===== config.mk =====
export PLATFORM = sky130hd
export DESIGN_NAME = double_ended_queue_unit
export DESIGN_NICKNAME = d
export VERILOG_FILES = /design/src/sv/deq_pkg.sv /design/src/sv/double_ended_queue_unit.sv /design/src/sv/deq_ctrl.sv /design/src/sv/deq_datapath.sv
export SDC_FILE = /design/constraint.sdc
export NUM_CORES = 1
export LEC_CHECK = 0
export BUFFER_PORTS_ARGS = -buffer_cell sky130_fd_sc_hd__clkbuf_2
export CAP_MARGIN = 20
export CORE_MARGIN = 2
export CORE_UTILIZATION = 60
export DETAILED_ROUTE_END_ITERATION = 8
export PLACE_DENSITY_LB_ADDON = 0.3
export SETUP_SLACK_MARGIN = 0.05
export SLEW_MARGIN = 20
export SYNTH_ARGS = -nofsm -noshare
export SYNTH_HDL_FRONTEND = slang
export SYNTH_SLANG_ARGS = --single-unit
export TNS_END_PERCENT = 100

===== constraint.sdc =====
create_clock -name aclk -period 6.3 [get_ports aclk]
set_input_delay 1.26 -clock aclk [delete_from_list [all_inputs] [get_ports aclk]]
set_output_delay 1.26 -clock aclk [all_outputs]
set_load 0.05 [all_outputs]

===== src/sv/deq_pkg.sv =====
// Types and constants of the double-ended queue unit
package deq_pkg;

    typedef enum logic [2:0] {
        K_PUSH_FRONT = 3'd0,
        K_PUSH_BACK  = 3'd1,
        K_POP_FRONT  = 3'd2,
        K_POP_BACK   = 3'd3,
        K_PEEK_FRONT = 3'd4,
        K_PEEK_BACK  = 3'd5,
        K_CLEAR      = 3'd6
    } deq_kind_t;

    localparam logic [1:0] ST_OK    = 2'd0;
    localparam logic [1:0] ST_EMPTY = 2'd1;
    localparam logic [1:0] ST_FULL  = 2'd2;

    typedef struct packed {
        logic [2:0]  kind;
        logic [31:0] push_value;
    } deq_in_t;

    typedef struct packed {
        logic [31:0] out_value;
        logic [1:0]  status;
        logic [4:0]  entry_count;
    } deq_out_t;

    typedef struct packed {
        logic latch;
        logic exec;
        logic load;
    } deq_cmd_t;

    typedef struct packed {
        logic out_free;
        logic needs_read;
    } deq_stat_t;

endpackage


===== src/sv/double_ended_queue_unit.sv =====
// Top level of the double-ended queue unit
// A deque of up to DEPTH words of WIDTH bits in a single-port ring store. Every
// transaction on s_ carries one operation and returns one result on m_ with the
// word removed or peeked, a status and the entry count after the operation. A
// push, clear, no-op or empty/full case passes from acceptance through the exec
// state back to idle; a pop or peek also passes a read state, the registered
// read of the ring store. Execution waits while the previous result is still
// held in the output register, so a stalled m_ready holds it back.
// No clearing pass after reset: the store is only read at slots that hold entries.
module double_ended_queue_unit
    import deq_pkg::*;
#(
    parameter int DEPTH = 16,
    parameter int WIDTH = 32
) (
    input  logic     aclk,
    input  logic     aresetn,
    input  logic     s_valid,
    output logic     s_ready,
    input  deq_in_t  s_in,
    output logic     m_valid,
    input  logic     m_ready,
    output deq_out_t m_out
);

    deq_cmd_t  cmd;
    deq_stat_t stat;

    deq_ctrl u_ctrl (
        .aclk    (aclk),
        .aresetn (aresetn),
        .s_valid (s_valid),
        .s_ready (s_ready),
        .stat    (stat),
        .cmd     (cmd)
    );

    deq_datapath #(
        .DEPTH (DEPTH),
        .WIDTH (WIDTH)
    ) u_datapath (
        .aclk    (aclk),
        .aresetn (aresetn),
        .s_in    (s_in),
        .cmd     (cmd),
        .stat    (stat),
        .m_valid (m_valid),
        .m_ready (m_ready),
        .m_out   (m_out)
    );

endmodule


===== src/sv/deq_ctrl.sv =====
// Sequencing state machine of the double-ended queue unit
module deq_ctrl
    import deq_pkg::*;
(
    input  logic      aclk,
    input  logic      aresetn,
    input  logic      s_valid,
    output logic      s_ready,
    input  deq_stat_t stat,
    output deq_cmd_t  cmd
);

    typedef enum logic [1:0] {
        S_IDLE,
        S_EXEC,
        S_READ
    } state_t;

    state_t state_reg, state_next;
    logic   ready_reg, ready_next;

    always_comb begin
        cmd.latch  = ready_reg && s_valid;
        cmd.exec   = (state_reg == S_EXEC) && stat.out_free;
        cmd.load   = (state_reg == S_READ);
        state_next = state_reg;
        unique case (state_reg)
            S_IDLE: begin
                if (cmd.latch) state_next = S_EXEC;
            end
            S_EXEC: begin
                if (stat.out_free) state_next = stat.needs_read ? S_READ : S_IDLE;
            end
            S_READ: begin
                state_next = S_IDLE;
            end
            default: state_next = S_IDLE;
        endcase
        ready_next = (state_next == S_IDLE);
    end

    always_ff @(posedge aclk) begin
        if (!aresetn) begin
            state_reg <= S_IDLE;
            ready_reg <= 1'b0;
        end else begin
            state_reg <= state_next;
            ready_reg <= ready_next;
        end
    end

    assign s_ready = ready_reg;

endmodule


===== src/sv/deq_datapath.sv =====
// Ring store, head/count registers and result register of the deque
module deq_datapath
    import deq_pkg::*;
#(
    parameter int DEPTH = 16,
    parameter int WIDTH = 32
) (
    input  logic      aclk,
    input  logic      aresetn,
    input  deq_in_t   s_in,
    input  deq_cmd_t  cmd,
    output deq_stat_t stat,
    output logic      m_valid,
    input  logic      m_ready,
    output deq_out_t  m_out
);

    localparam int IDX_W = $clog2(DEPTH);
    localparam int CNT_W = $clog2(DEPTH + 1);
    localparam int SUM_W = IDX_W + 1;

    logic [WIDTH-1:0] mem [DEPTH];
    logic [WIDTH-1:0] rd_data_reg;

    deq_in_t          op_reg;
    logic [IDX_W-1:0] head_reg, head_next;
    logic [CNT_W-1:0] count_reg, count_next;
    logic             out_valid_reg, out_valid_next;
    deq_out_t         out_reg;

    logic [1:0]       status_v;
    logic             wr_v, rd_v;
    logic [IDX_W-1:0] wr_addr, rd_addr;
    logic [IDX_W-1:0] slot_front, slot_tail, slot_second, slot_last;
    logic             is_full, is_empty;

    function automatic logic [IDX_W-1:0] wrap(input logic [IDX_W-1:0] h,
                                              input logic [CNT_W-1:0] off);
        logic [SUM_W-1:0] s;
        s = {1'b0, h} + SUM_W'(off);
        if (s >= SUM_W'(DEPTH)) s = s - SUM_W'(DEPTH);
        return s[IDX_W-1:0];
    endfunction

    assign is_full     = (count_reg == CNT_W'(DEPTH));
    assign is_empty    = (count_reg == '0);
    assign slot_front  = wrap(head_reg, CNT_W'(DEPTH - 1));
    assign slot_tail   = wrap(head_reg, count_reg);
    assign slot_second = wrap(head_reg, CNT_W'(1));
    assign slot_last   = wrap(head_reg, count_reg - 1'b1);

    always_comb begin
        head_next  = head_reg;
        count_next = count_reg;
        status_v   = ST_OK;
        wr_v       = 1'b0;
        rd_v       = 1'b0;
        wr_addr    = slot_tail;
        rd_addr    = head_reg;
        unique case (op_reg.kind) inside
            K_PUSH_FRONT, K_PUSH_BACK: begin
                if (is_full) begin
                    status_v = ST_FULL;
                end else begin
                    wr_v       = 1'b1;
                    count_next = count_reg + 1'b1;
                    if (op_reg.kind == K_PUSH_FRONT) begin
                        head_next = slot_front;
                        wr_addr   = slot_front;
                    end
                end
            end
            K_POP_FRONT, K_PEEK_FRONT: begin
                if (is_empty) begin
                    status_v = ST_EMPTY;
                end else begin
                    rd_v = 1'b1;
                    if (op_reg.kind == K_POP_FRONT) begin
                        head_next  = slot_second;
                        count_next = count_reg - 1'b1;
                    end
                end
            end
            K_POP_BACK, K_PEEK_BACK: begin
                if (is_empty) begin
                    status_v = ST_EMPTY;
                end else begin
                    rd_v    = 1'b1;
                    rd_addr = slot_last;
                    if (op_reg.kind == K_POP_BACK) count_next = count_reg - 1'b1;
                end
            end
            K_CLEAR: begin
                head_next  = '0;
                count_next = '0;
            end
            default: ;
        endcase
    end

    assign stat.out_free   = !out_valid_reg || m_ready;
    assign stat.needs_read = rd_v;

    always_comb begin
        out_valid_next = out_valid_reg && !m_ready;
        if ((cmd.exec && !rd_v) || cmd.load) out_valid_next = 1'b1;
    end

    always_ff @(posedge aclk) begin
        if (!aresetn) begin
            head_reg      <= '0;
            count_reg     <= '0;
            out_valid_reg <= 1'b0;
        end else begin
            out_valid_reg <= out_valid_next;
            if (cmd.exec) begin
                head_reg  <= head_next;
                count_reg <= count_next;
            end
        end
    end

    always_ff @(posedge aclk) begin
        if (cmd.latch) op_reg <= s_in;
        if (cmd.exec) begin
            out_reg.out_value   <= '0;
            out_reg.status      <= status_v;
            out_reg.entry_count <= 5'(count_next);
        end
        if (cmd.load) out_reg.out_value <= 32'(rd_data_reg);
    end

    always_ff @(posedge aclk) begin
        if (cmd.exec && wr_v) mem[wr_addr] <= WIDTH'(op_reg.push_value);
        if (cmd.exec && rd_v) rd_data_reg <= mem[rd_addr];
    end

    assign m_valid = out_valid_reg;
    assign m_out   = out_reg;

endmodule


After elaboration in Yosys (flattened, before gate mapping)

Memory sizes are Yosys's and may differ from the RTL's. A register that Yosys moved wholly into a read port is not among the register bits.
Index checks and enable logic that the tools add are counted.

Flip-flop bits (word level): 87
Output and inout bits: 41
Logic and storage cells: 96
Input bits: 39
RAM bits: 512
Memories: 1

Memory list:

| memory         | words | bits a word | read ports | clocked after memory_dff | wr ports | RTL line           | source |
|---|---|---|---|---|---|---|---|
| u_datapath.mem | 16    | 32          | 1          | 1                        | 1        | deq_datapath.sv:22 | `logic [WIDTH-1:0] mem [DEPTH];` |

Eq/ne operators: 13
Order comparisons: 4
$add $sub $neg: 10
Reductions and logical operators: 22
Mux-type cells: 36

Operators by type and width:

| cell                  | number |
|---|---|
| $mux W4               | 13 |
| $mux W39              | 1 |
| $mux W32              | 1 |
| $mux W5               | 5 |
| $ge A5 B5 Y1 const B  | 4 |
| $pmux W5 S4           | 1 |
| $sub A4 B1 Y4 const B | 4 |
| $pmux W4 S3           | 1 |
| $add A4 B5 Y5         | 2 |
| $eq A3 B3 Y1 const B  | 3 |
| $mux W1               | 8 |
| $mux W2               | 4 |
| $pmux W2 S2           | 2 |
| $eq A3 B2 Y1 const B  | 2 |
| $logic_and A1 B1 Y1   | 6 |
| $reduce_and A6 Y1     | 1 |
| $reduce_or A2 Y1      | 3 |
| $add A4 B1 Y5 const B | 1 |
| $add A4 B4 Y5 const B | 1 |
| $add A5 B1 Y5 const B | 1 |
| $eq A5 B5 Y1 const B  | 1 |
| $logic_not A5 Y1      | 1 |
| $sub A5 B1 Y5 const B | 1 |
| $logic_not A2 Y1      | 2 |
| 11 further kinds      | 16 |

Logic depth before layout (Yosys ltp)

Word-level depth: 7
Depth in mapped cells: 13
Gate-level depth less buffers: 10

By module

Synthesis repeated with hierarchy kept, for this count alone.

Cell total of the unflattened synthesis: 1737
Area total of the unflattened synthesis: 25401.9 um^2

Modules (own cells, without submodules):

| module       | area an instance (um^2) | seq. area each (um^2) | instances | cells each |
|---|---|---|---|---|
| deq_datapath | 25264.2                 | 18758.0               | 1         | 1723 |
| deq_ctrl     | 137.6                   | 60.1                  | 1         | 14 |

Worst setup path after synthesis

Ideal clock, no wire load.

Path type: input -> register
Start point: in m_ready
End point: mem u_datapath.mem[11][0], enable pin
Data arrival time: 4.508 ns
Stages: 7
Required time: 5.839 ns
Buffers on the path: 1
Library setup time: 0.461 ns
Path slack: 1.331 ns
Cell sequence: nor2b_1 > or2_2 > clkbuf_1 > clkinv_1 > and3_1 > nand2_1 > nor3_1

RTL lines:

| what               | RTL line                      | source |
|---|---|---|
| start: declaration | double_ended_queue_unit.sv:22 | `input logic m_ready,` |
| end: declaration   | deq_datapath.sv:22            |  |

Final worst setup path

Start point: reg u_datapath.count_reg[0]
End point: reg u_datapath.rd_data_reg[6], read port of u_datapath.mem (data pin)

Word-level cells in the longest chain between the ends: 6
Elaborated cells on any way between the ends: 11
Those cells by class: add/sub (3); order compare (1); mux (5); reduce/logical (2)

Ends and longest elaborated chain:

| what                                                 | RTL line            | source |
|---|---|---|
| start: declaration                                   | deq_datapath.sv:27  | `logic [CNT_W-1:0] count_reg, count_next;` |
| start signal: assignment                             | deq_datapath.sv:118 | `count_reg <= count_next;` |
| $sub A5 B1 Y5                                        | deq_datapath.sv:50  | `assign slot_last = wrap(head_reg, count_reg - 1'b1);` |
| $add A4 B5 Y5                                        | deq_datapath.sv:40  | `s = {1'b0, h} + SUM_W'(off);` |
| $sub A4 B1 Y4 / $ge A5 B5 Y1 (equally long branches) | deq_datapath.sv:41  | `if (s >= SUM_W'(DEPTH)) s = s - SUM_W'(DEPTH);` |
| $mux W4                                              | deq_datapath.sv:41  |  |
| $mux W4                                              | deq_datapath.sv:85  | `if (is_empty) begin` |
| $mux W4                                              | deq_datapath.sv:60  | `unique case (op_reg.kind) inside` |
| end: declaration                                     | deq_datapath.sv:23  | `logic [WIDTH-1:0] rd_data_reg;` |

Parallel ways exist; a longest one is shown, timed or not.
A chain may end at the register's enable or synchronous reset.

==> impl_metrics.toml <==
[outcome]
status = "finished, final reports clean"

[pwr]
vdd_drop_max_mv = 0.324
p_leak_nw = 9.49
p_seq_share_pct = 54.2
pwr-share-comb_pct = 5.5
power_switching_mw = 1.87
p_clk_share_pct = 40.3
cellInternalPower_mw = 6.76
swShare_pct = 21.7
power_density_nw_per_um2 = 305

[drt]
first_iter_violations = 1835
ant_nets = 0
drt-pass1-iter-count = 6
routed_wl_mm = 60.7
vias = 15900
remaining_drc_errors = 0
vias_per_cell = 6.79
wl_per_cell_um = 26.0

[critical_path]
reg2regPathDepth = 10
path_class = "reg2reg"
crit_family = "compound AO/OA/AOI/OAI gates"
r2r_slack_ns = 1.93
path_cells = "inv_1, ha_1, xor2_1, ha_1, a21oi_1, o211ai_1, a211oi_1, or3b_2, buf_4, o221ai_2"
rr_endpoint = "u_datapath.rd_data_reg[6]"
path_common_cell = "ha_1"
crit_arrival_ns = 4.72
worstSetupEndpointType = "flip-flop"
crit_path_top_delay_cell = "a211oi_1"
path_buf_inv = 2
reg2reg_from = "u_datapath.count_reg[0]"
cpPeakStageDelay_ns = 0.75
start_kind = "flip-flop"
cp.required_ns = 6.65
cp_max_fo = 17

[timing]
rsz0062_at_grt = "no"
tns_ns = 0
skew_ns = 0.0191
maxSlewViolCount = 0
hold_viol = 0
clock.fmax_mhz = 229
min_period_ns = 4.37
relSlewSlack_pct = 26.6
worst_pin_slew_ns = 1.10
period_share_pct = 69.3
finalSetupViolCount = 0

[global_routing]
grt_pass1_wl_mm = 91.6
grt_max_degree = 82
antenna_found_initial = 0
grt_pass1_vias = 15200
grt_use_total_pct = 27.5
overflow = 0

[placed_design]
dp_hpwl_mm = 32.1
io_buffers = 79
gp_congestion = 0.873
place_inst = 2230

[final_layout]
fillers = 2762
drive_gt1_share_pct = 15.6
most-common-layout-cells = "edfxtp_1 (618), nand2_1 (142), a21oi_1 (141)"
nNetsFinal = 1803
area_growth_pct = 11.0
layout_commonest_cell = "edfxtp_1"
antenna_cells = 0
final_cells = 2339
largest_reg_flops = 512

[floorplanning]
die_area_sq_um = 44200
die_w_um = 210
die_height_um = 210
start_util_pct = 60.8
ios = 80
rows = 75
core_sq_um = 41900

[logic_synthesis]
syn_nets = 1763
synth_area_sq_um = 25500
async_reset_ff_share_pct = 0
synth_area_leader_cell = "edfxtp_1"
synth_top_area_share_pct = 72.7
ys_ff_latch = 631
synth_warnings = 0
post_synth.cell_area_avg_sq_um = 14.9
synth-edff-count = 618
ys_seq_area_share_pct = 73.7
synthTopCellsByArea = "edfxtp_1 (73%), a32oi_1 (4.4%), a21oi_1 (2.8%)"
ys.flop_type = "edfxtp_1"
synthCells = 1712
synth_cell_types = 65

[worst_hold_path]
min_delay_path_depth = 1
min_from = "u_ctrl.state_reg[1]"
hold_class = "reg2reg"
hold-path-endpoint = "u_ctrl.state_reg[0]"

[clocking]
cts.sinks = 631
postCtsHoldBufs = 0
cts_max_level = 2
clockRootBuffer = "clkbuf_16"
clockBufferDepth = 3
cts_tree = "done"
worstSkewPairLatency_ns = 0.63
cts_made_buffers = 59
ctsResizeCount = 0
clkTransAtPathRegs_ns = 0.06
cts_setup_buffers = 0

[flow_run]
drv_cap = 0
==> worst reg2reg max path: stages, from the launching register on <==
cell and delay (ns):
dfxtp_1 0.51, inv_1 0.18, ha_1 0.33, xor2_1 0.17
ha_1 0.34, a21oi_1 0.26, o211ai_1 0.15, a211oi_1 0.75
or3b_2 0.72, buf_4 0.50, o221ai_2 0.17
==> worst max-delay path by stage <==
stage	start	to	slack [ns]	depth (start not counted)
floorplan	m_ready	u_datapath.mem[11][0]	1.33	7
global placement	u_datapath.count_reg[0]	u_datapath.rd_data_reg[19]	2.17	10
detailed placement	u_datapath.count_reg[0]	u_datapath.rd_data_reg[6]	2.04	10
CTS	u_datapath.count_reg[0]	u_datapath.rd_data_reg[6]	1.98	10
global route	u_datapath.count_reg[0]	u_datapath.rd_data_reg[8]	1.72	10
finish	u_datapath.count_reg[0]	u_datapath.rd_data_reg[6]	1.93	10
==> cell type report <==
| type | count | area [sq um] | area share [%] |
|---|---|---|---|
| Inverter | 12 | 45.0 | 0.159 |
| Clock buffer | 72 | 1530 | 5.39 |
| Timing Repair Buffer | 127 | 781 | 2.76 |
| Tap cell | 539 | 674 | 2.38 |
| Clock inverter | 37 | 362 | 1.28 |
| Sequential cell | 631 | 18800 | 66.4 |
| Multi-Input combinational cell | 921 | 6120 | 21.6 |
==> power by group through the flow <==
stage | clock [mW] | combinational [mW] | sequential [mW]
6_report | 3.47 | 0.477 | 4.68
5_1_grt | 3.67 | 0.514 | 4.68
4_1_cts | 3.52 | 0.474 | 4.68
3_5_place_dp | 0 | 0.473 | 4.76
3_3_place_gp | 0 | 0.461 | 4.76
2_1_floorplan | 0 | 0.329 | 4.77
==> routing by layer <==
| metal | vias to the layer above | part of all wire, % | wire length, um | track usage, % |
|---|---|---|---|---|
| li1 | 6928 | - | - | - |
| met1 | 7960 | 40 | 24100 | 39.0 |
| met2 | 879 | 49 | 29900 | 44.8 |
| met3 | 106 | 8.8 | 5350 | 3.81 |
| met4 | 0 | 2.3 | 1420 | 8.80 |
| met5 | - | 0 | 0 | 0 |
==> cells in the mapped netlist (3+ instances only) <==
library cell  count
buf_2            49
nor2b_1           8
o31ai_1           3
nor2_1           18
and2_1           37
nand2_1         144
inv_1            11
and3_1            3
nand3_1          70
mux2i_1           6
o221ai_1          3
edfxtp_1        618
ha_1             10
buf_6             6
a22oi_1          33
a22o_1           65
clkbuf_2          4
xnor2_1           7
a32oi_1         128
o21ai_0         117
o21ai_1          21
buf_4             8
clkbuf_1         81
nor3_1           29
a21oi_1         141
dfxtp_1          13
a211oi_1          3
or2_2             3
o221ai_2         30
==> per-stage QoR <==
stage / setup WS [ns] / utilization, % / total power [mW] / cell area, sq um / hold slack (ns)
6_report: 1.93 / 67.5 / 8.63 / 28300 / 0.477
5_1_grt: 1.72 / 67.5 / 8.86 / 28300 / 0.515
4_1_cts: 1.98 / 67.5 / 8.67 / 28300 / 0.475
3_5_place_dp: 2.04 / 63.0 / 5.24 / 26400 / 0.467
3_3_place_gp: 2.17 / 63.0 / 5.22 / 26400 / 0.445
2_1_floorplan: 1.33 / - / 5.10 / 25500 / 0.432
==> cells by family (layout without fill, tap and decap cells) <==
kind of cell	Yosys count	after routing	synth area share, %
AND/OR/NAND/NOR	330	330	6.20
buffers and inverters	160	248	2.91
multiplexers	7	7	0.280
flip-flops	631	631	73.7
adder cells (fa/ha/maj)	12	12	0.647
AO/OA/AOI/OAI	563	563	15.8
XOR/XNOR	9	9	0.382
Power figures use the tool's default switching activity.
